==> src/rtl/ksa_pkg.sv <==
// Shared types and constants for the key scan / auto-repeat block.
// No dependencies; used by every module under rtl/.
package ksa_pkg;

	localparam int KEY_W   = 32;   // key word width on the stream
	localparam int DELTA_W = 16;   // elapsed_ticks width
	localparam int ADD_W   = 16;   // lock_add width
	localparam int THR_W   = 16;   // repeat_threshold width
	localparam int LOCK_W  = 32;   // lock countdown width
	localparam int IN_W    = KEY_W + DELTA_W + ADD_W;
	localparam int OUT_W   = 3 * KEY_W;

	localparam logic [THR_W-1:0] THR_RESET = 16'd250;

	// Per-poll control broadcast to every key lane.
	typedef struct packed {
		logic               step;   // accepted poll that samples the keys
		logic [DELTA_W-1:0] delta;
		logic [THR_W-1:0]   thr;
	} lane_ctrl_t;

endpackage

==> src/rtl/ksa_lock.sv <==
// Input lock countdown with saturating add.
// Depends on ksa_pkg.
module ksa_lock (
	input  logic                        clk,
	input  logic                        arst_n,
	input  logic                        take,    // poll accepted
	input  logic [ksa_pkg::DELTA_W-1:0] delta,
	input  logic [ksa_pkg::ADD_W-1:0]   add,
	output logic                        locked   // poll only updates the lock
);

	localparam int LW = ksa_pkg::LOCK_W;

	logic [LW-1:0] lock_q;
	logic [LW:0]   run;
	logic [LW-1:0] lock_next;

	assign locked = LW'(delta) < lock_q;
	// lock - delta stays positive while locked, so one three-input add
	assign run = {1'b0, lock_q} - (LW+1)'(delta) + (LW+1)'(add);

	always_comb begin
		if (!locked)
			lock_next = LW'(add);
		else if (run[LW])
			lock_next = '1;
		else
			lock_next = run[LW-1:0];
	end

	always_ff @(posedge clk or negedge arst_n) begin
		if (!arst_n)
			lock_q <= '0;
		else if (take)
			lock_q <= lock_next;
	end

endmodule

==> config.mk <==
export PLATFORM = sky130hd
export DESIGN_NAME = ksa_lock
export DESIGN_NICKNAME = d
export VERILOG_FILES = /design/src/rtl/ksa_pkg.sv /design/src/rtl/ksa_lock.sv
export SDC_FILE = /design/constraint.sdc
export NUM_CORES = 1
export LEC_CHECK = 0
export CAP_MARGIN = 10
export CORE_MARGIN = 4
export CORE_UTILIZATION = 50
export DETAILED_ROUTE_END_ITERATION = 8
export DONT_BUFFER_PORTS = 1
export SLEW_MARGIN = 30
export SYNTH_ARGS = -nofsm -noshare
export SYNTH_HDL_FRONTEND = slang
export SYNTH_SLANG_ARGS = --single-unit
export TNS_END_PERCENT = 5
==> constraint.sdc <==
create_clock -name clk -period 10.2 [get_ports clk]
set_input_delay 2.04 -clock clk [delete_from_list [all_inputs] [get_ports clk]]
set_output_delay 2.04 -clock clk [all_outputs]
set_load 0.005 [all_outputs]
==> flow_summary.yaml <==
outcome:
  status: "completed"
placement:
  place_inst: 599
  place_area_um2: 4230
  place_congestion: 0.874
  hpwl_mm: 7.89
  place_ws_ns: 4.25
  port_buffers: 0
worst_setup_path:
  r2r_start: "lock_q[1]$_DFFE_PN0P_"
  startpoint_type: "primary input"
  cp-end-kind: "output pin"
  crit_path_max_fanout: 5
  worstPathRequired_ns: 8.16
  criticalPathCategory: "primary input to output pin"
  reg2reg_slack_ns: 5.96
  crit_arrival_ns: 3.68
  r2r_end: "lock_q[9]$_DFFE_PN0P_"
  rr_worst_depth: 14
cts:
  cts_tree: "done"
  htree_levels: 2
  clock-sinks: 32
  clk_path_buf_depth: 2
  postCtsResizedCells: 0
  post_cts_buffers: 0
  ctsRootBufferMaster: "clkbuf_8"
  cts-hold-fix-buffers: 0
  clk_pin_slew_ns: 0.07
  cts_buffers: 5
  insertion_delay_ns: 0.29
global_route:
  grt_pass1_wl_mm: 17.2
  top_usage_layer: "met2"
  antenna_found_initial: 0
  overflow: 0
  use_met3: 0.0309
  grt_pass1_vias: 3640
  grt_max_degree: 36
  grtUsageMet1: 0.284
  grt_use_total: 0.215
  met2_usage: 0.373
yosys:
  ys_seq_area_frac: 0.191
  netlist_area_um2: 4180
  syn_inst: 506
  ys_types: 65
  ys_ff_latch: 32
  syn_area_per_cell_um2: 8.27
  synth_edf_count: 0
  ys.flop_type: "dfrtp_1"
  async_flop_share: 1.00
  synthesis.nets: 614
  yosysWarnings: 0
job:
  maxCapViolCount: 0
timing:
  timing.fmax_ghz: 0.175
  setup_viol: 0
  finClkSkew_ns: 0.00568
  final.period_utilization: 0.561
  finalSetupTns_ns: 0
  rsz0062_at_grt: "false"
  slew_viol_final: 0
  min_period_ns: 5.72
  postLayoutSetupSlackWorst_ns: 4.48
  relSlewSlack: 0.497
  max_slew.worst_pin.slew_ns: 0.750
  finalHoldViolCount: 0
layout:
  reg.largest.list: "lock_q (32)"
  final_cells: 607
  syn_to_final_growth_pct: 3.17
  post_route_cells_drive_above_1_share: 0.0677
  num_antenna_cells: 0
  n_fill_cell: 783
  largest_reg_flops: 32
  finalNetCount: 609
  largest_register: "lock_q"
  final_cell_area_um2: 4320
worst_hold_path:
  worstHoldPathType: "flop to flop"
  hold_depth: 1
  worstHoldStart: "lock_q[2]$_DFFE_PN0P_"
  hold_end: "lock_q[2]$_DFFE_PN0P_"
route:
  viasPerCell: 5.70
  wl_per_cell_um: 16.6
  drc_errors: 0
  totalWireLength_mm: 10.1
  ant_nets: 0
  num_vias: 3460
  drt-pass1-iter-count: 4
  drtIter0Drc: 149
floorplanning:
  boundaryPins: 36
  die_h_um: 99.5
  rows: 33
  die_width_um: 99.5
  fp.coreArea_um2: 8180
  initial_core_util: 0.512
  dieArea_um2: 9890
==> synthesized netlist by cell type (3+ instances only) <==
master / instances / area (um2)
inv_1: 88 / 330
ha_1: 57 / 713
a21oi_1: 37 / 185
nor2_1: 34 / 128
dfrtp_1: 32 / 801
o21ai_0: 32 / 160
a21o_1: 16 / 120
fa_1: 16 / 320
nand2_1: 16 / 60.1
xnor2_1: 16 / 140
a31oi_1: 12 / 75.1
xor2_1: 12 / 105
nor2b_1: 9 / 56.3
nor3_1: 8 / 40.0
nand4_1: 7 / 43.8
o22ai_1: 7 / 43.8
a211oi_1: 6 / 45.0
mux2_2: 6 / 67.6
or3_1: 6 / 37.5
a311oi_1: 5 / 43.8
clkbuf_1: 5 / 18.8
o21ai_1: 5 / 25.0
o21bai_1: 5 / 37.5
and3_1: 4 / 25.0
nand3_1: 4 / 20.0
o21a_1: 4 / 30.0
a41oi_1: 3 / 26.3
nand2b_1: 3 / 18.8
o211ai_1: 3 / 22.5
==> stage by stage <==
step | util | hold WS (ns)
after floorplan | - | 0.450
after global placement | 0.517 | 0.463
after detailed placement | 0.517 | 0.466
after CTS | 0.528 | 0.483
after global routing | 0.528 | 0.505
final | 0.528 | 0.481
==> cells in the final DEF (no fill, tap or decap), types with 6 or more instances in the layout <==
cell      Yosys  final
inv_1        88     88
ha_1         57     57
a21oi_1      37     37
nor2_1       34     34
o21ai_0      32     32
dfrtp_1      32     32
a21o_1       16     16
nand2_1      16     16
xnor2_1      16     16
fa_1         16     16
a31oi_1      12     12
xor2_1       12     12
nor2b_1       9      9
nor3_1        8      8
nand4_1       7      7
o22ai_1       7      7
or3_1         6      6
mux2_2        6      6
a211oi_1      6      6
clkbuf_8      2      6
==> metal layers <==
metal  routed length, um  share of wire  vias up
met1                4760           0.47     1657
met5                   0              0        -
li1                    -              -     1742
met3                 435          0.043        7
met4                  95         0.0094        0
met2                4810           0.48       54
==> final cells by class <==
| type | instances | area (um2) | area share |
|---|---|---|---|
| flip-flops and latches | 32 | 801 | 0.186 |
| repair buffers | 2 | 15.0 | 0.00348 |
| clock buffers | 8 | 90.1 | 0.0209 |
| inverters | 89 | 334 | 0.0774 |
| well taps | 105 | 131 | 0.0304 |
| multi-input cells | 371 | 2940 | 0.682 |
==> cells by family (layout without fill, tap and decap cells) <==
| logic type | after synthesis | count (layout) | share of synthesized area |
|---|---|---|---|
| muxes | 8 | 8 | 0.0209 |
| AOI/OAI and AO/OA | 153 | 153 | 0.238 |
| DFF | 32 | 32 | 0.191 |
| and+or+nand+nor | 109 | 109 | 0.139 |
| buffers and inverters | 103 | 99 | 0.105 |
| adders and majority gates | 73 | 73 | 0.247 |
| xor gates and xnor gates | 28 | 28 | 0.0586 |
==> how the worst max path moves through the flow <==
stage / from / end / slack [ns] / cells after the start
5_1_grt: add[1] / lock_q[9]$_DFFE_PN0P_ / 4.31 / 14
2_1_floorplan: delta[6] / locked / 4.54 / 7
4_1_cts: delta[6] / locked / 4.46 / 6
3_5_place_dp: add[1] / lock_q[9]$_DFFE_PN0P_ / 4.25 / 14
6_report: delta[6] / locked / 4.48 / 6
3_3_place_gp: add[1] / lock_q[15]$_DFFE_PN0P_ / 4.36 / 14
==> critical path, cell delays in order <==
cell and delay (ns):
ha_1 0.19, or3_1 0.37, a221oi_1 0.24, a211oi_1 0.16, a2111o_1 0.52, nand2_2 0.17
Power is not shown: default switching activity piles up to over one toggle a cycle in this logic, so the estimate is an artifact.
