`src/rtl/ksa_pkg.sv`:
```
// Shared types and constants for the key scan / auto-repeat block.
// No dependencies; used by every module under rtl/.
package ksa_pkg;

	localparam int KEY_W   = 32;   // key word width on the stream
	localparam int DELTA_W = 16;   // elapsed_ticks width
	localparam int ADD_W   = 16;   // lock_add width
	localparam int THR_W   = 16;   // repeat_threshold width
	localparam int LOCK_W  = 32;   // lock countdown width
	localparam int IN_W    = KEY_W + DELTA_W + ADD_W;
	localparam int OUT_W   = 3 * KEY_W;

	localparam logic [THR_W-1:0] THR_RESET = 16'd250;

	// Per-poll control broadcast to every key lane.
	typedef struct packed {
		logic               step;   // accepted poll that samples the keys
		logic [DELTA_W-1:0] delta;
		logic [THR_W-1:0]   thr;
	} lane_ctrl_t;

endpackage

```
`src/rtl/ksa_merge.sv`:
```
// Merge stage: folds lane flags into the result masks and holds the
// output register. Depends on ksa_pkg.
module ksa_merge (
	input  logic                      clk,
	input  logic                      arst_n,
	input  logic                      take,
	input  logic                      locked,
	input  logic [ksa_pkg::KEY_W-1:0] changed,
	input  logic [ksa_pkg::KEY_W-1:0] pressed,
	input  logic [ksa_pkg::KEY_W-1:0] reached,
	output logic                      in_ready,
	output logic                      out_valid,
	input  logic                      out_ready,
	output logic [ksa_pkg::OUT_W-1:0] out_data
);

	logic                      valid_q;
	logic [ksa_pkg::OUT_W-1:0] data_q;
	logic [ksa_pkg::KEY_W-1:0] rep;

	assign rep      = pressed & (changed | reached);
	assign in_ready = !valid_q || out_ready;

	always_ff @(posedge clk or negedge arst_n) begin
		if (!arst_n)
			valid_q <= 1'b0;
		else if (in_ready)
			valid_q <= take;
	end

	always_ff @(posedge clk) begin
		if (take) begin
			if (locked)
				data_q <= '0;
			else
				data_q <= {rep, pressed, changed};
		end
	end

	assign out_valid = valid_q;
	assign out_data  = data_q;

endmodule

```
`config.mk`:
```
export PLATFORM = sky130hd
export DESIGN_NAME = ksa_merge
export DESIGN_NICKNAME = d
export VERILOG_FILES = /design/src/rtl/ksa_pkg.sv /design/src/rtl/ksa_merge.sv
export SDC_FILE = /design/constraint.sdc
export NUM_CORES = 1
export LEC_CHECK = 0
export ABC_AREA = 1
export ABC_CLOCK_PERIOD_IN_PS = 800
export BUFFER_PORTS_ARGS = -buffer_cell sky130_fd_sc_hd__buf_2
export CAP_MARGIN = 30
export CORE_ASPECT_RATIO = 0.9
export CORE_UTILIZATION = 45
export DETAILED_ROUTE_END_ITERATION = 12
export MAX_ROUTING_LAYER = met4
export PLACE_DENSITY = 0.86
export SLEW_MARGIN = 20
export SYNTH_ARGS = -nofsm -noshare
export SYNTH_HDL_FRONTEND = slang
export SYNTH_SLANG_ARGS = --single-unit
```
`constraint.sdc`:
```
create_clock -name clk -period 0.8 [get_ports clk]
set_input_delay 0.08 -clock clk [delete_from_list [all_inputs] [get_ports clk]]
set_output_delay 0.08 -clock clk [all_outputs]
set_load 0.05 [all_outputs]
```
==> results of run 1 <==
-- cell usage after synthesis --
master / count
edfxtp_1: 96
nor2_1: 85
inv_1: 66
nand2_1: 21
nand2_2: 13
nor2_2: 11
buf_2: 3
buf_12: 2
buf_6: 1
buf_8: 1
dfrtp_1: 1
inv_8: 1
-- sequential cells by signal, indices dropped and copies added, names as in the netlist --
register / cells
out_data: 96
out_valid: 1
-- path summary, 6_finish.rpt --
check                                      start                         end  cells after the start
min                                   pressed[0]  out_data[32]$_SDFFCE_PP0P_                      3
min in group asynchronous                 arst_n       out_valid$_DFFE_PN0P_                      3
max                        out_valid$_DFFE_PN0P_                    in_ready                      2
max in group asynchronous                 arst_n       out_valid$_DFFE_PN0P_                      3
min reg2reg                out_valid$_DFFE_PN0P_       out_valid$_DFFE_PN0P_                      2
max reg2reg                out_valid$_DFFE_PN0P_       out_valid$_DFFE_PN0P_                      2
-- kinds of logic (layout without fill, tap and decap cells) --
group | count (synthesis) | in the layout | share of synthesized area
buffers and inverters | 74 | 310 | 0.0896
DFF | 97 | 97 | 0.766
and+or+nand+nor | 130 | 130 | 0.144
-- final cells by class --
cell class | count | area (sq um)
inverter | 67 | 259
timing repair buffer | 227 | 1930
multi-input combinational | 130 | 556
sequential | 97 | 2910
fill | 507 | 2120
clock buffer | 11 | 131
tap | 99 | 124
clock inverter | 5 | 80.1
-- through the flow --
step / power, uW / instance area, sq um / util
2_1_floorplan: 7990 / 3800 / -
3_3_place_gp: 8740 / 4940 / 0.609
3_5_place_dp: 8800 / 4940 / 0.609
4_1_cts: 12800 / 5980 / 0.738
5_1_grt: 13200 / 5990 / 0.739
6_report: 12800 / 5990 / 0.739
-- metal layers --
metal	global-route usage	share of wire
met2	0.439	0.55
met3	0.0672	0.076
met1	0.226	0.35
met5	-	0
met4	0.102	0.023
-- report_power, final --
part	switching [uW]	total (uW)	leakage, uW	internal [uW]
Clock	1620	3380	0.000101	1760
Combinational	2030	3150	0.00186	1120
Sequential	198	6230	0.000934	6040
-- worst min-delay path, stage by stage --
cell,delay (ps)
buf_2,80
nand2_1,60
inv_1,50
-- what timing repair did --
item	CTS	global route
resized for setup	196	0
endpoints found under the setup margin	98	98
hold endpoints to repair	22	2
hold buffers	22	1
==> flow_summary.toml, run 1 <==
[yosys]
synth_warnings = 0
syn_area_per_cell_sq_um = 12.6
yosysSeqAreaShare = 0.766
synthDistinctLibCells = 12
synth_fp_nets = 402
yosys-top-cells-area = "edfxtp_1 (76%), nor2_1 (8.4%), inv_1 (6.5%)"
synthCells = 301
synth_seq_cells = 97
synth_area_leader_cell = "edfxtp_1"
syn_area_sq_um = 3800
synthDominantCellAreaShare = 0.759

[global_routing]
grt_pass1_wl_um = 14600
grt_max_degree = 41
grt_usage = 0.233
grt_antenna_before_repair = 0
grt_pass1_vias = 3105
grt_overflow = 0

[worst_setup_path]
critPathSlowestCell = "dfrtp_2"
slowest_delay_ps = 430
crit_fanout = 2
path_class = "reg -> out"
reg2reg_slack_ps = 140
path_cells = "nand2_4, buf_8"
crit_family = "flip-flops"
arrival_ps = 1000
crit_buf_inv = 1
crit_path_end_kind = "primary output"
start_kind = "flip-flop"
crit_required_ps = 720

[route]
wl_um = 9820
ant_nets = 0
drt_iter0_markers = 105
vias = 2916
viasPerCell = 4.58
drc = 0
route.detailed.wl_per_inst_um = 15.4
firstDrtPassIters = 4

[clock_network]
clkLatencyLatePin_ps = 350
clkTransAtPathRegs_ps = 90
clockBufferDepth = 2
cts_buffers = 9
clock_sinks = 97
h-tree-depth = 3
cts_setup_buffers = 0
cts_tree = "yes"
cts-root-buf = "clkbuf_8"

[sta]
rsz0062_at_grt = "true"
tns_ps = -19340
worst_pin_slew_ps = 248
fin_ws_ps = -277
period_share = 1.35
setup_viol = 98
hold-worst-slack_ps = 8.61
finalCriticalPeriod_ps = 1080
fin_skew_ps = 0
drv_slew = 0
fmax_mhz = 929
slew_headroom = 0.834
final_hold_viol_count = 0

[final_layout]
nets = 633
n_antenna_cell = 0
layout_common_cells = "buf_2 (99), edfxtp_1 (96), buf_6 (96), nor2_1 (85), inv_1 (66)"
area_growth_pct = 57.8
drive_gt1_frac = 0.454
final_cells = 636
layout_commonest_cell = "buf_2"

[placement]
place_congestion = 0.733
dpl_worst_slack_ps = -79.5
port_buffers = 198
dp_cells = 597
dp_hpwl_um = 6140

[hold_path]
hold_path_class = "in -> reg"

[die]
die_width_um = 98.8
die_h_um = 89.1
io-pin-count = 199
die-area_sq_um = 8810
initial_utilization = 0.468
rows = 31
core_area_sq_um = 8110

[pwr]
power.leakage_uw = 0.00290
ir_drop_mv = 1.44
pwr_density_cell_nw_per_um2 = 2130

[outcome]
status = "finished, violations left"
violations = "setup timing"

[run]
maxCapViolCount = 0
No activity file was read; power rests on OpenSTA's default activity.
==> run 2: changes to the inputs <==
--- a/config.mk
+++ b/config.mk
@@ -5,7 +5,6 @@
 export SDC_FILE = /design/constraint.sdc
 export NUM_CORES = 1
 export LEC_CHECK = 0
-export ABC_AREA = 1
 export ABC_CLOCK_PERIOD_IN_PS = 800
 export BUFFER_PORTS_ARGS = -buffer_cell sky130_fd_sc_hd__buf_2
 export CAP_MARGIN = 30
==> run 2 against run 1 <==
  * The run still ends with setup timing left
  * Critical path depth is the same
  * Clock-buffer cell count stayed put
  * Routed wire length is 6.4% lower
  * Highest routed layer unchanged
==> flow_summary.toml, run 2 <==
[outcome]
status = "finished, violations left"
violations = "setup timing"

[die]
rows = 31
initial_utilization = 0.469
die_h_um = 89.4
core_area_sq_um = 8150
die_width_um = 99.1
die-area_sq_um = 8860
io-pin-count = 199

[yosys]
synth_seq_cells = 97
synth_top_family_by_area = "simple AND/OR/NAND/NOR gates"
synthTopCellsByCount = "edfxtp_1 (96), nor2b_1 (32), o21a_1 (32), nor2b_4 (19), nor2b_2 (9)"
syn_area_per_cell_sq_um = 18.9
syn_area_sq_um = 3820
synth_fp_nets = 303
synth_warnings = 0
yosysSeqAreaShare = 0.762
synthFlopType = "edfxtp_1"
yosys-top-cells-area = "edfxtp_1 (76%), nor2b_4 (6.9%), o21a_1 (6.3%)"
synthCells = 202
ys_async_sr_fraction = 0.0103
synth_mux_area_frac = 0
synthDominantCellAreaShare = 0.755
synth_edf_count = 96
synth_adder_area_share = 0
synth_compound_area_frac = 0.0629
yosysMostFrequentCell = "edfxtp_1"
synth_xor_area_frac = 0
yosys.area_share.simple = 0.153
synthDistinctLibCells = 11
synth_area_leader_cell = "edfxtp_1"

[sta]
rsz0062_at_grt = "true"
fin_skew_ps = 0
final_hold_viol_count = 0
worst_pin_slew_ps = 194
fin_ws_ps = -282
period_share = 1.35
finalCriticalPeriod_ps = 1080
tns_ps = -18850
drv_slew = 0
fmax_mhz = 924
slew_headroom = 0.870
setup_viol = 103

[final_layout]
largest_reg_flops = 96
layout_commonest_cell = "buf_2"
layout_common_cells = "buf_2 (97), edfxtp_1 (96), buf_6 (96), o21a_1 (32), nor2b_1 (32)"
area_growth_pct = 56.3
n_antenna_cell = 0
nets = 533
drive_gt1_frac = 0.579
final_cells = 536

[worst_setup_path]
arrival_ps = 1000
path_class = "reg -> out"
start_kind = "flip-flop"
crit_required_ps = 720
crit_fanout = 2
crit_path_end_kind = "primary output"

[route]
ant_nets = 0
firstDrtPassIters = 4
wl_um = 9190
route.detailed.wl_per_inst_um = 17.1
viasPerCell = 4.75
drc = 0
drt_iter0_markers = 88
vias = 2546

[placement]
dp_hpwl_um = 5870
place_congestion = 0.767
dp_cells = 503
port_buffers = 198

[global_routing]
grt_antenna_before_repair = 0
grt_pass1_vias = 2739
grt_usage = 0.217
grt_pass1_wl_um = 13600
grt_max_degree = 37
grt_overflow = 0

[pwr]
pwr_density_cell_nw_per_um2 = 2090
ir_drop_mv = 1.13
finalPower_uw = 12500
power.leakage_uw = 0.00250

[clock_network]
h-tree-depth = 3
clockBufferDepth = 2
cts-root-buf = "clkbuf_8"
clkLatencyLatePin_ps = 340
clkTransAtPathRegs_ps = 90
clock_sinks = 97
cts_tree = "yes"
cts_buffers = 9

[hold_path]
hold_path_class = "in -> reg"

[run]
maxCapViolCount = 0
run 2: cell types whose count changed after synthesis, moves of 13 or more:
cell,change
nor2_1,-85
inv_1,-66
nor2b_1,+32
o21a_1,+32
nand2_1,-21
nor2b_4,+19
nand2_2,-13
run 2: per-stage QoR:
step / utilization / setup slack, ps / cell area, sq um / hold slack [ps]
2_1_floorplan: - / -103 / 3830 / -216
3_3_place_gp: 0.613 / -118 / 4990 / -145
3_5_place_dp: 0.613 / -157 / 4990 / -143
4_1_cts: 0.732 / -290 / 5960 / 0.243
5_1_grt: 0.733 / -334 / 5970 / 1.58
6_report: 0.733 / -282 / 5970 / 13.8
run 2: worst paths after layout:
check,startpoint,slack [ps],endpoint,cells after the start
max in group asynchronous,arst_n,670,out_valid$_DFFE_PN0P_,2
worst max-delay path,out_valid$_DFFE_PN0P_,-280,in_ready,2
worst min register to register,out_valid$_DFFE_PN0P_,690,out_valid$_DFFE_PN0P_,3
min in group asynchronous,arst_n,40,out_valid$_DFFE_PN0P_,2
worst max register to register,out_valid$_DFFE_PN0P_,20,out_valid$_DFFE_PN0P_,3
worst min-delay path,changed[26],10,out_data[90]$_SDFFCE_PP0P_,2
run 2: final cells by class:
cell class | instances | area [sq um]
tap | 99 | 124
timing repair buffer | 226 | 1910
clock buffer | 11 | 131
fill | 512 | 2180
clock inverter | 5 | 58.8
sequential | 97 | 2910
multi-input combinational | 98 | 831
run 2: kinds of logic after synthesis:
family          count (synthesis)
compound gates                 32
simple gates                   66
buf+inv                         7
flops                          97
run 2: what timing repair did:
| item | 4_1_cts | 5_1_grt |
|---|---|---|
| resized for setup | 196 | 0 |
| hold buffers | 16 | 1 |
| cloned | 0 | 0 |
| endpoints found under the hold margin | 11 | 1 |
| setup endpoints to repair | 98 | 100 |
| buffers inserted | 1 | 0 |
run 2: worst max-delay path, cell delays in order, from the launching register on:
cell	delay [ps]
dfrtp_2	440
nand2b_4	80
buf_8	140
run 2: where the power goes:
group	switching (uW)	leakage (uW)	internal (uW)	total, uW
combinational	1940	0.00147	1210	3150
clock	1650	0.0000895	1450	3100
sequential	198	0.000934	6030	6230
total	3790	0.00250	8690	12500
run 2: per-layer routing:
metal,global-route usage,routed length [um],vias up
met1,0.215,3210,1218
met2,0.423,5270,122
met4,0.0642,125,0
li1,-,-,1196
met5,-,0,-
met3,0.0579,584,10
==> run 3: changes to the inputs <==
--- a/config.mk
+++ b/config.mk
@@ -8,8 +8,8 @@
 export ABC_CLOCK_PERIOD_IN_PS = 800
 export BUFFER_PORTS_ARGS = -buffer_cell sky130_fd_sc_hd__buf_2
 export CAP_MARGIN = 30
-export CORE_ASPECT_RATIO = 0.9
 export CORE_UTILIZATION = 45
+export CTS_CLUSTER_SIZE = 10
 export DETAILED_ROUTE_END_ITERATION = 12
 export MAX_ROUTING_LAYER = met4
 export PLACE_DENSITY = 0.86
==> run 3 against run 2 <==
  * Register-to-register slack got worse by 90 ps
  * Largest power group unchanged
  * Worst setup slack lost 7.4 ps
  * Combinational power rose by 1%
  * The flow still finishes with violations (setup timing)
  * Non-clock buffer count rose by 6
  * Sequential share of layout area is 0.79 points lower
  * Utilization rose by 0.57 points
  * Power grew 0.54%
  * First-iteration DRC count fell by 31%
  * Routed wire length fell by 1.0%
  * Critical path depth stayed put
  * Via count grew 2.2%
  * Final cell count grew 2.2%
==> flow_summary.toml, run 3 (same netlist as run 2, synthesis figures left out) <==
[placement]
dp_hpwl_um = 5940
dpl_worst_slack_ps = -107
place_congestion = 0.743
port_buffers = 198

[worst_setup_path]
path_cells = "nand2b_4, buf_8"
crit_buf_inv = 1
slowest_delay_ps = 430
crit_required_ps = 720
reg2regPathDepth = 4
reg2reg_slack_ps = -70
crit_family = "flip-flops"
start_kind = "flip-flop"
crit_fanout = 2
arrival_ps = 1010
critPathSlowestCell = "dfrtp_2"
path_class = "reg -> out"
crit_path_end_kind = "primary output"
timing.rr.end = "out_valid$_DFFE_PN0P_"
rr_startpoint = "out_valid$_DFFE_PN0P_"

[final_layout]
nets = 539
n_antenna_cell = 0
post-route-util = 0.738
layout_common_cells = "edfxtp_1 (96), buf_6 (96), buf_2 (93), o21a_1 (32), nor2b_1 (32)"
drive_gt1_frac = 0.564
largest_reg_flops = 96
area_growth_pct = 58.9

[die]
rows = 33
core_area_sq_um = 8220
die_h_um = 94.1
initial_utilization = 0.465
io-pin-count = 199
die-area_sq_um = 8860
die_width_um = 94.1

[route]
wl_um = 9090
drc = 0
drt_iter0_markers = 61
ant_nets = 0
route.detailed.wl_per_inst_um = 16.6
firstDrtPassIters = 4
viasPerCell = 4.75
vias = 2602

[global_routing]
grt_pass1_vias = 2868
grt_max_degree = 45
grt_antenna_before_repair = 0
grt_overflow = 0
grt_usage = 0.219
grt_pass1_wl_um = 13700

[sta]
rsz0062_at_grt = "true"
slew_headroom = 0.842
final_hold_viol_count = 0
drv_slew = 0
fin_skew_ps = 0
fin_ws_ps = -289
worst_pin_slew_ps = 237
period_share = 1.36
setup_viol = 100
finalCriticalPeriod_ps = 1090
fmax_mhz = 918

[clock_network]
clockBufferDepth = 2
cts-root-buf = "clkbuf_8"
clkLatencyLatePin_ps = 350
clkTransAtPathRegs_ps = 90
clock_sinks = 97
cts_buffers = 9
cts_tree = "yes"
h-tree-depth = 3

[pwr]
ir_drop_mv = 1.35
netSwitchingFraction = 0.306
p_comb_frac = 0.254
power.share.clock = 0.250
power.switching_uw = 3840
pwr_density_cell_nw_per_um2 = 2070
p_int_uw = 8720
power.leakage_uw = 0.00253
seqPwrFrac = 0.496

[hold_path]
hold_path_class = "in -> async"

[outcome]
violations = "setup timing"
status = "finished, violations left"

[run]
maxCapViolCount = 0
==> run 3: cell types whose count changed in the layout (fill, tap and decap cells not counted), sizes merged <==
cell | previous run | this run
clkinv | 2 | 3
dlygate4sd3 | 17 | 26
clkbuf | 11 | 9
clkinvlp | 2 | 1
buf | 209 | 206
inv | 0 | 2
==> run 3: repair_timing <==
| action | in CTS | in global routing |
|---|---|---|
| hold buffers | 25 | 1 |
| gates resized for setup | 196 | 0 |
| setup endpoints to repair | 98 | 101 |
| hold endpoints to repair | 15 | 1 |
| setup buffers | 1 | 1 |
==> run 3: stage by stage <==
step	hold WS [ps]	total power [uW]	cell area [sq um]	instances	TNS, ps
final	11.9	12600	6070	548	-19590
after global routing	2.89	13000	6070	548	-23360
after CTS	0.139	12600	6070	551	-21410
after detailed placement	-144	8860	5010	509	-2380
after global placement	-145	8790	5010	509	-1660
after floorplan	-216	8030	3830	202	-103
==> run 3: how the worst max path moves through the flow <==
stage | startpoint | to | slack (ps) | cells after the start
3_5_place_dp | locked | out_data[92]$_SDFFCE_PP0P_ | -110 | 4
6_report | out_valid$_DFFE_PN0P_ | in_ready | -290 | 2
3_3_place_gp | locked | out_data[92]$_SDFFCE_PP0P_ | -80 | 4
2_1_floorplan | out_valid$_DFFE_PN0P_ | out_valid$_DFFE_PN0P_ | -100 | 2
4_1_cts | out_valid$_DFFE_PN0P_ | in_ready | -300 | 2
5_1_grt | out_valid$_DFFE_PN0P_ | in_ready | -330 | 2
==> run 3: per-layer routing <==
| layer | wire [um] | track usage | vias up |
|---|---|---|---|
| met4 | 246 | 0.0987 | 0 |
| met2 | 5170 | 0.405 | 127 |
| met3 | 528 | 0.0526 | 23 |
| li1 | - | - | 1215 |
| met5 | 0 | - | - |
| met1 | 3140 | 0.215 | 1237 |
==> run 3: power by group through the flow <==
stage	clock network (uW)	logic (uW)	registers, uW
3_3_place_gp	0	2570	6220
5_1_grt	3360	3330	6260
2_1_floorplan	0	372	7660
6_report	3130	3190	6230
4_1_cts	3180	3180	6230
3_5_place_dp	0	2610	6240
==> run 3: area by class of cell <==
type	instances	area, sq um
Sequential cell	97	2910
Fill cell	510	2150
Timing Repair Buffer	232	2000
Multi-Input combinational cell	98	831
Tap cell	105	131
Clock buffer	9	124
Clock inverter	7	67.6
