==> src/rtl/ksa_pkg.sv <==
// Shared types and constants for the key scan / auto-repeat block.
// No dependencies; used by every module under rtl/.
package ksa_pkg;

	localparam int KEY_W   = 32;   // key word width on the stream
	localparam int DELTA_W = 16;   // elapsed_ticks width
	localparam int ADD_W   = 16;   // lock_add width
	localparam int THR_W   = 16;   // repeat_threshold width
	localparam int LOCK_W  = 32;   // lock countdown width
	localparam int IN_W    = KEY_W + DELTA_W + ADD_W;
	localparam int OUT_W   = 3 * KEY_W;

	localparam logic [THR_W-1:0] THR_RESET = 16'd250;

	// Per-poll control broadcast to every key lane.
	typedef struct packed {
		logic               step;   // accepted poll that samples the keys
		logic [DELTA_W-1:0] delta;
		logic [THR_W-1:0]   thr;
	} lane_ctrl_t;

endpackage

==> src/rtl/ksa_lane.sv <==
// One key lane: saturating hold counter and threshold flag.
// Depends on ksa_pkg.
module ksa_lane #(
	parameter int DURATION_BITS = 16
) (
	input  logic               clk,
	input  logic               arst_n,
	input  ksa_pkg::lane_ctrl_t ctrl,
	input  logic               diff,     // key changed at this sample
	output logic               reached   // updated counter >= threshold
);

	localparam int CW = (DURATION_BITS > ksa_pkg::THR_W) ? DURATION_BITS : ksa_pkg::THR_W;
	localparam int SW = CW + 1;

	logic [DURATION_BITS-1:0] cnt_q;
	logic [DURATION_BITS-1:0] cnt_next;
	logic [SW-1:0]            sum;
	logic                     below;

	assign below = CW'(cnt_q) < CW'(ctrl.thr);
	assign sum   = SW'(cnt_q) + SW'(ctrl.delta);

	always_comb begin
		cnt_next = cnt_q;
		if (diff) begin
			cnt_next = '0;
		end else if (below) begin
			if (sum[SW-1:DURATION_BITS] != '0)
				cnt_next = '1;
			else
				cnt_next = sum[DURATION_BITS-1:0];
		end
	end

	assign reached = CW'(cnt_next) >= CW'(ctrl.thr);

	always_ff @(posedge clk or negedge arst_n) begin
		if (!arst_n)
			cnt_q <= '0;
		else if (ctrl.step)
			cnt_q <= cnt_next;
	end

endmodule

==> config.mk <==
export PLATFORM = sky130hd
export DESIGN_NAME = ksa_lane
export DESIGN_NICKNAME = d
export VERILOG_FILES = /design/src/rtl/ksa_pkg.sv /design/src/rtl/ksa_lane.sv
export SDC_FILE = /design/constraint.sdc
export NUM_CORES = 1
export LEC_CHECK = 0
export BUFFER_PORTS_ARGS = -buffer_cell sky130_fd_sc_hd__buf_4
export CORE_MARGIN = 2
export CORE_UTILIZATION = 57
export CTS_CLUSTER_SIZE = 16
export DETAILED_ROUTE_END_ITERATION = 10
export PLACE_DENSITY = 0.79
export SLEW_MARGIN = 25
export SYNTH_ARGS = -nofsm -noshare
export SYNTH_HDL_FRONTEND = slang
export SYNTH_SLANG_ARGS = --single-unit
==> constraint.sdc <==
create_clock -name clk -period 8.3 [get_ports clk]
set_input_delay 1.245 -clock clk [delete_from_list [all_inputs] [get_ports clk]]
set_output_delay 1.245 -clock clk [all_outputs]
set_load 0.1 [all_outputs]
==> impl_metrics.toml, run 1 <==
[timing]
finalMaxSlewViolations = 0
hold_slack_ns = 0.563
relSlewSlack_pct = 61.4
max_freq_mhz = 169
fin_tns_setup_ns = 0
min_period_over_period_pct = 71.1
hold_violations = 0
tightest_slew_ns = 0.572
rsz0062_at_grt = "false"
layout_setup_ws_ns = 2.40
period_minus_slack_ns = 5.90
fin_skew_ns = 0.00196
setup_viol = 0

[yosys]
synth_adder_area_share_pct = 23.5
syn_area_mm2 = 0.00259
synth_compound_area_share_pct = 30.8
synth.distinct_cells = 54
ys_seq_area_share_pct = 15.4
ys_dominant_reg_cell = "dfrtp_1"
syn-num-nets = 410
synth-simple-area-share_pct = 18.7
synthCells = 326
synth_warnings = 0
syn_avg_cell_area_um2 = 7.95
yosys-mux-area-fraction_pct = 0.386
synth_top_family_by_area = "compound AO/OA/AOI/OAI gates"
ys_ff_latch = 16
synth_edf_count = 0
synthArstFlopShare_pct = 100
synth_xor_area_share_pct = 3.38

[cts]
ctsHtreeMaxLevel = 1
cts.sink_count = 16
cts_tree = "yes"
ctsHoldBuffers = 0
clk_latency_ns = 0.25
cts_made_buffers = 3
cts_max_path_buffers = 2
ctsResizeCount = 0
cts_root_buf = "clkbuf_8"
cts_setup_buffers = 0
clk_pin_slew_ns = 0.06

[routing]
drc_errors = 0
wl_per_cell_um = 15.4
first_iter_violations = 155
drtPass1Iterations = 4
met1Wirelength_um = 2980
highest_layer = "met4"
via_per_inst = 6.12
ant_nets = 0
wl_met2_um = 2810
wirelength_um = 6190
wl_met3_um = 254
vias = 2465

[worst_setup_path]
crit_required_ns = 7.05
path_max_fanout = 16
cp-start-kind = "primary input"
r2r_slack_ns = 5.30
worst-endpoint-arrival_ns = 4.66
critPathKind = "primary input to primary output"
worstSetupEndpointType = "primary output"

[layout]
final_nets = 436
layout_common_cells = "ha_1 (47), buf_4 (37), nor2_1 (34)"
regArea_um2 = 400
final.fill_count = 392
syn2layout_area_growth_pct = 11.7
diodes = 0
utilization_pct = 66.5
reg_top3 = "cnt_q: 16 flops"
multi_input_area_mm2 = 0.00199
largest_register_ffs = 16
regMostFlops = "cnt_q"
drive_gt1_share_pct = 16.2
final_common_cell = "ha_1"

[flow_run]
max_cap_viol_count = 0

[pwr]
p_leak_nw = 1.48
vdd_ir_drop_max_mv = 0.146
swShare_pct = 51.9
combPwrFrac_pct = 75.8
intPower_w = 0.000447
power.density_mw_per_mm2 = 321
power.share.sequential_pct = 16.9
clock_power_share_pct = 7.3
switchingPower_w = 0.000483

[global_route]
grt_pass1_vias = 2320
grtUsageTotal_pct = 25.7
grt_pass1_wl_um = 10700
grt_max_degree = 39
antenna_found_initial = 0
gr-total-overflow = 0

[floorplan]
fp.dieW_um = 71.4
rows = 24
die_y_um = 71.4
pin_count = 37
dieArea_mm2 = 0.00510
core_mm2 = 0.00435
start_util_pct = 59.5

[place]
dp_hpwl_um = 5060
gp_congestion = 0.945
place_ws_ns = 2.40
io_buffers = 36

[worst_hold_path]
hold_path.class = "register to register"

[outcome]
outcome = "finished clean"
[path summary, 6_finish.rpt]
check	end	cells after the start	from
worst min register to register	cnt_q[0]	1	cnt_q[0]
worst max register to register	cnt_q[9]	8	cnt_q[2]
min in group asynchronous	cnt_q[0]	1	arst_n
worst min-delay path	cnt_q[0]	1	cnt_q[0]
max in group asynchronous	cnt_q[8]	1	arst_n
worst max-delay path	reached	16	ctrl[22]
[worst max-delay path, cell delays in order]
cell      delay, ns
buf_4          0.11
ha_1           0.37
and3_2         0.28
a221oi_2       0.30
a21oi_2        0.13
o31a_4         0.42
nor2_1         0.19
a211o_1        0.16
ha_1           0.21
nand2b_1       0.14
a21o_1         0.17
a21o_1         0.17
a21o_1         0.17
a211oi_1       0.21
o21ai_0        0.13
buf_4          0.25
[cell type report]
| type | count | area share, % |
|---|---|---|
| timing repair buffer | 37 | 9.59 |
| inverter | 29 | 3.76 |
| multi-input combinational | 265 | 68.7 |
| clock buffer | 4 | 1.90 |
| tap | 52 | 2.25 |
| sequential | 16 | 13.8 |
[cell families (layout without fill, tap and decap cells)]
| group | after synthesis | after routing |
|---|---|---|
| adders and majority gates | 48 | 48 |
| xor gates and xnor gates | 10 | 10 |
| buffers and inverters | 45 | 70 |
| and+or+nand+nor | 94 | 94 |
| muxes | 1 | 1 |
| DFF | 16 | 16 |
| AOI/OAI and AO/OA | 112 | 112 |
[power by group through the flow]
stage	registers [W]	clock network, W	logic [W]
6_report	0.000157	0.0000681	0.000706
5_1_grt	0.000163	0.0000711	0.000789
4_1_cts	0.000155	0.0000687	0.000702
3_5_place_dp	0.000156	0	0.000697
3_3_place_gp	0.000154	0	0.000679
2_1_floorplan	0.000137	0	0.000572
[synthesized netlist by cell type (4+ instances only)]
cell | count | area (µm²)
nand2_1 | 17 | 63.8
dfrtp_1 | 16 | 400
or3_1 | 11 | 68.8
ha_1 | 47 | 588
a21o_2 | 4 | 35.0
nand2b_1 | 5 | 31.3
a21o_1 | 11 | 82.6
a211oi_1 | 17 | 128
nand4_1 | 5 | 31.3
o21ai_0 | 13 | 65.1
nor2_1 | 34 | 128
a21oi_1 | 28 | 140
xnor2_1 | 8 | 70.1
o221ai_1 | 11 | 96.3
inv_1 | 29 | 109
clkbuf_1 | 10 | 37.5
[stage by stage]
step	instances	instance area [µm²]	total power, W
after global routing	403	2900	0.00102
final	403	2900	0.000930
after CTS	403	2900	0.000926
after detailed placement	399	2840	0.000853
after floorplan	326	2590	0.000709
after global placement	399	2840	0.000833
[per-layer routing]
metal  track usage [%]  vias up
met2              40.3       67
met1              37.5     1117
met5                 0        -
met3              1.41       13
met4              9.01        0
li1                  -     1268
No activity file was read; power rests on OpenSTA's default activity.
==> inputs of run 2 (changes only) <==
Settings changed: CORE_UTILIZATION 57 to 53, PLACE_DENSITY 0.79 to 0.78.
Clock period 8.3 ns to 5.2 ns, I/O delays scaled along.
==> run 2 against run 1 <==
Effect of this change: first-iteration DRC count down 24%; largest power group unchanged; critical endpoint unchanged; global-route usage down 1.9 points; highest routed layer unchanged; final area up 1.4%.
==> impl_metrics.toml, run 2 (synthesis gave the netlist of run 1 again) <==
[timing]
hold_slack_ns = 0.372
period_minus_slack_ns = 4.97
fin_skew_ns = 0.00265
relSlewSlack_pct = 61.9
min_period_over_period_pct = 95.5
fin_tns_setup_ns = 0
tightest_slew_ns = 0.569
max_freq_mhz = 201
finalMaxSlewViolations = 0
hold_violations = 0
setup_viol = 0
rsz0062_at_grt = "false"

[cts]
cts_max_path_buffers = 2
clk_latency_ns = 0.25
ctsHtreeMaxLevel = 1
cts.sink_count = 16
cts_made_buffers = 3
cts_root_buf = "clkbuf_8"
cts_tree = "yes"
clk_pin_slew_ns = 0.07

[worst_setup_path]
slowest_delay_ns = 0.43
path_max_fanout = 16
crit_slowest_cell = "o31a_4"
critical_path.startpoint = "ctrl[16]"
crit_required_ns = 4.42
r2r_start = "cnt_q[2]"
worstSetupEndpointType = "primary output"
cp_cell_sequence = "buf_4 -> ha_1 -> fa_1 -> a21o_2 -> nand4_1 -> a21oi_2 -> o31a_4 -> nor2_1 -> a211o_1 -> ha_1 -> nand2b_1 -> a21o_1 -> a21o_1 -> a21o_1 -> a211oi_1 -> o21ai_2 -> buf_4"
cp-start-kind = "primary input"
crit_top_cell = "a21o_1"
worst-endpoint-arrival_ns = 4.19
critPathKind = "primary input to primary output"

[routing]
drtPass1Iterations = 4
first_iter_violations = 118
ant_nets = 0
via_per_inst = 5.90
wirelength_um = 6060
wl_per_cell_um = 14.4
vias = 2480
drc_errors = 0

[layout]
largest_register_ffs = 16
final_common_cell = "ha_1"
final_nets = 438
diodes = 0
syn2layout_area_growth_pct = 13.3
layout_common_cells = "ha_1 (47), buf_4 (39), nor2_1 (34)"
regMostFlops = "cnt_q"
drive_gt1_share_pct = 17.3
reg_top3 = "cnt_q: 16 flops"
finalInstanceArea_mm2 = 0.00294

[pwr]
combPwrFrac_pct = 76.0
switchingPower_w = 0.000776
swShare_pct = 51.8
p_leak_nw = 1.49
intPower_w = 0.000723
clock_power_share_pct = 7.4
vdd_ir_drop_max_mv = 0.228
power.density_mw_per_mm2 = 510
power.share.sequential_pct = 16.6

[flow_run]
max_cap_viol_count = 0

[global_route]
grt_max_degree = 36
grt_pass1_vias = 2232
gr-total-overflow = 0
grt_pass1_wl_um = 10300
met1_usage_pct = 35.5
antenna_found_initial = 0
use_met3_pct = 0.949
grt-busiest-layer = "met2"
grtUsageTotal_pct = 23.8
use_met2_pct = 38.2

[place]
dp_hpwl_um = 5100
gp_congestion = 0.905
dpl_cell_area_mm2 = 0.00288
io_buffers = 36

[floorplan]
start_util_pct = 54.9
fp.dieW_um = 73.9
die_y_um = 73.9
pin_count = 37
core_mm2 = 0.00472
rows = 25
dieArea_mm2 = 0.00547

[outcome]
outcome = "finished clean"

[worst_hold_path]
hold_path.class = "primary input to async pin"
-- run 2: through the flow --
step / instances / worst slack [ns] / total power, W / utilization, %
after global routing: 420 / 0.0630 / 0.00166 / 62.2
after floorplan: 326 / 0.323 / 0.00114 / -
after global placement: 416 / 0.264 / 0.00134 / 61.0
final: 420 / 0.234 / 0.00150 / 62.2
after CTS: 420 / 0.205 / 0.00149 / 62.1
after detailed placement: 416 / 0.228 / 0.00138 / 61.0
-- run 2: worst paths after layout --
check / slack (ns) / to / cells after the start
max: 0.23 / reached / 17
min: 0.37 / cnt_q[1] / 1
max reg2reg: 2.51 / cnt_q[9] / 8
min reg2reg: 0.58 / cnt_q[0] / 1
max in group asynchronous: 4.64 / cnt_q[14] / 1
min in group clk: 0.58 / cnt_q[0] / 1
-- run 2: power by group through the flow --
stage               Combinational, W  Clock, W  Sequential [W]
floorplan                   0.000918         0        0.000218
global placement             0.00110         0        0.000245
detailed placement           0.00113         0        0.000247
CTS                          0.00113  0.000113        0.000245
global route                 0.00128  0.000118        0.000258
finish                       0.00114  0.000111        0.000248
-- run 2: per-layer routing --
metal  up-vias  wire length, µm
met5         -                0
met4         0               54
met3         4              334
met2        59             2810
met1      1146             2860
li1       1271                -
-- run 2: final cells by class --
type                            instances  area (µm²)
Fill cell                             452        1790
Tap cell                               67        83.8
Timing Repair Buffer                   39         293
Clock buffer                            4        55.1
Inverter                               29         109
Sequential cell                        16         400
Multi-Input combinational cell        265        2000
-- run 2: critical path: cells and delay by family --
| family | cells | cell delay [ns] |
|---|---|---|
| simple gates | 3 | 0.41 |
| fa+ha+maj | 3 | 0.85 |
| buf+inv | 2 | 0.34 |
| compound gates | 9 | 1.79 |
-- run 2: timing repair --
action	CTS	global route
hold buffers	0	0
buffers inserted	0	0
endpoints found under the setup margin	0	1
gates resized for setup	0	1
==> inputs of run 3 (changes only) <==
Settings changed: ABC_AREA from default to 1, CORE_UTILIZATION 53 to 54.
==> run 3 against run 2 <==
Effect of this change: via count up 23%; global-route usage grew 0.50 points; largest power group unchanged; routed wire length is 17% higher; flip-flop and latch count is the same; combinational power grew 8%; critical path depth rose by 4; clock-buffer cell count unchanged.
==> impl_metrics.toml, run 3 <==
[pwr]
power.share.sequential_pct = 15.7
vdd_ir_drop_max_mv = 0.286
swShare_pct = 56.4
combPwrFrac_pct = 77.1
intPower_w = 0.000693
power.density_mw_per_mm2 = 484
p_leak_nw = 2.06
switchingPower_w = 0.000898
clock_power_share_pct = 7.2

[flow_run]
max_cap_viol_count = 0

[yosys]
yosysMostFrequentCell = "nand2_1"
synth.distinct_cells = 31
syn_avg_cell_area_um2 = 5.92
synthCells = 496
synth_edf_count = 0
synth_warnings = 0
ys_seq_area_share_pct = 13.6
synth.top_cells.by_area = "nand2_1 (24%), ha_1 (20%), dfrtp_1 (14%)"
synth_top_area_share_pct = 23.8
synthArstFlopShare_pct = 100
syn-num-nets = 580
ys_ff_latch = 16
ys_dominant_reg_cell = "dfrtp_1"
synth_top_area_cell = "nand2_1"
netlist_top_cells_count = "nand2_1 (186), inv_1 (82), ha_1 (47)"
syn_area_mm2 = 0.00293

[global_route]
use_met2_pct = 44.7
grt-busiest-layer = "met2"
met1_usage_pct = 31.3
grt_pass1_wl_um = 12100
antenna_found_initial = 0
grtUsageTotal_pct = 24.3
grt_pass1_vias = 2834
grt_max_degree = 18
gr-total-overflow = 0
use_met3_pct = 3.26

[timing]
setup_viol = 0
rsz0062_at_grt = "false"
layout_setup_ws_ns = 0.554
min_period_over_period_pct = 89.4
finalMaxSlewViolations = 0
hold_slack_ns = 0.373
max_freq_mhz = 215
tightest_slew_ns = 0.650
fin_tns_setup_ns = 0
hold_violations = 0
relSlewSlack_pct = 56.7
fin_skew_ns = 0.00917
period_minus_slack_ns = 4.65

[cts]
cts_made_buffers = 3
ctsResizeCount = 0
cts_tree = "yes"
clk_pin_slew_ns = 0.07
clk_latency_ns = 0.26
cts_setup_buffers = 0
cts_root_buf = "clkbuf_8"
ctsHoldBuffers = 0
cts_max_path_buffers = 2
ctsHtreeMaxLevel = 1
cts.sink_count = 16

[routing]
first_iter_violations = 191
drtPass1Iterations = 5
vias = 3044
via_per_inst = 5.09
drc_errors = 0
wirelength_um = 7110
wl_per_cell_um = 11.9
ant_nets = 0

[layout]
reg_top3 = "cnt_q: 16 flops"
final_nets = 613
syn2layout_area_growth_pct = 12.1
drive_gt1_share_pct = 13.4
layout_common_cells = "nand2_1 (186), inv_1 (82), ha_1 (47)"
largest_register_ffs = 16
regMostFlops = "cnt_q"
final_common_cell = "nand2_1"
finalInstanceArea_mm2 = 0.00329
diodes = 0

[floorplan]
fp.dieW_um = 77.7
rows = 26
pin_count = 37
dieArea_mm2 = 0.00604
core_mm2 = 0.00517
start_util_pct = 56.7
die_y_um = 77.7

[worst_setup_path]
path_max_fanout = 11
r2r_start = "cnt_q[0]"
critPathKind = "primary input to primary output"
crit_slowest_cell = "fa_1"
cp_cell_sequence = "buf_4 -> ha_1 -> fa_1 -> nand3_1 -> nand2_2 -> nand2_2 -> nand2_2 -> a21oi_2 -> buf_4 -> nand2_2 -> nor2_2 -> nand2_1 -> and2_1 -> ha_1 -> nand2_1 -> inv_1 -> nand3_1 -> nor3_1 -> nand3_1 -> nand3_1 -> buf_4"
path_buf_inv = 4
crit_required_ns = 4.42
slowest_delay_ns = 0.46
critical_path.startpoint = "ctrl[16]"
cp_top_family = "simple AND/OR/NAND/NOR gates"
worst-endpoint-arrival_ns = 3.87
cp-start-kind = "primary input"
worstSetupEndpointType = "primary output"

[place]
place_ws_ns = 0.573
gp_congestion = 0.899
dp_hpwl_um = 5940
io_buffers = 36
dpl_cell_area_mm2 = 0.00323

[outcome]
outcome = "finished clean"

[worst_hold_path]
hold_path.class = "primary input to async pin"
[run 3: changes by cell type in the layout (fill, tap and decap cells not counted), sizes merged, moves of 9 or more]
cell    delta
o221ai    -12
nand2    +184
o21ai      -9
or3       -13
a211oi    -17
nand3     +27
inv       +58
a21o      -14
[run 3: power groups by stage]
stage | sequential [W] | combinational, W | clock [W]
2_1_floorplan | 0.000220 | 0.000991 | 0
3_3_place_gp | 0.000253 | 0.00117 | 0
3_5_place_dp | 0.000254 | 0.00121 | 0
4_1_cts | 0.000252 | 0.00122 | 0.000115
5_1_grt | 0.000257 | 0.00141 | 0.000121
6_report | 0.000249 | 0.00123 | 0.000115
[run 3: routing by layer]
metal | vias up | routed length (µm)
li1 | 1621 | -
met1 | 1341 | 3180
met2 | 78 | 3550
met3 | 4 | 355
met4 | 0 | 23
met5 | - | 0
[run 3: worst reg2reg max path, stage by stage, from the launching register on]
cell,delay [ns]
dfrtp_1,0.41
ha_1,0.25
fa_1,0.46
nand3_1,0.11
nand2_2,0.09
nand2_2,0.07
nand2_2,0.07
a21oi_2,0.11
buf_4,0.20
nand2_1,0.07
nor2_1,0.09
nand2_1,0.08
nand3_1,0.12
nand2_1,0.06
[run 3: worst paths after layout]
kind | end | depth (start not counted) | slack (ns)
setup / recovery | reached | 21 | 0.55
hold / removal | cnt_q[15] | 1 | 0.37
setup reg to reg | cnt_q[13] | 13 | 2.92
hold reg to reg | cnt_q[0] | 2 | 0.56
max in group asynchronous | cnt_q[1] | 1 | 4.62
min in group clk | cnt_q[0] | 2 | 0.56
[run 3: area by class of cell]
class,instances,area (µm²)
clock buffer,4,55.1
fill,516,1880
multi-input combinational,384,2140
sequential,16,400
inverter,87,327
tap,70,87.6
timing repair buffer,37,278
[run 3: cells by family after synthesis]
kind of cell    count (synthesis)  synth area share [%]
buf+inv                        96                  13.4
simple gates                  293                  43.9
xor+xnor                        3                 0.896
fa+ha+maj                      48                  20.7
compound gates                 40                  7.46
flops                          16                  13.6
[run 3: per-stage QoR]
stage               power (W)  utilization, %  instances
finish                0.00159            63.6        598
global route          0.00179            63.6        598
CTS                   0.00158            63.6        598
detailed placement    0.00146            62.5        594
global placement      0.00142            62.5        594
floorplan             0.00121               -        496
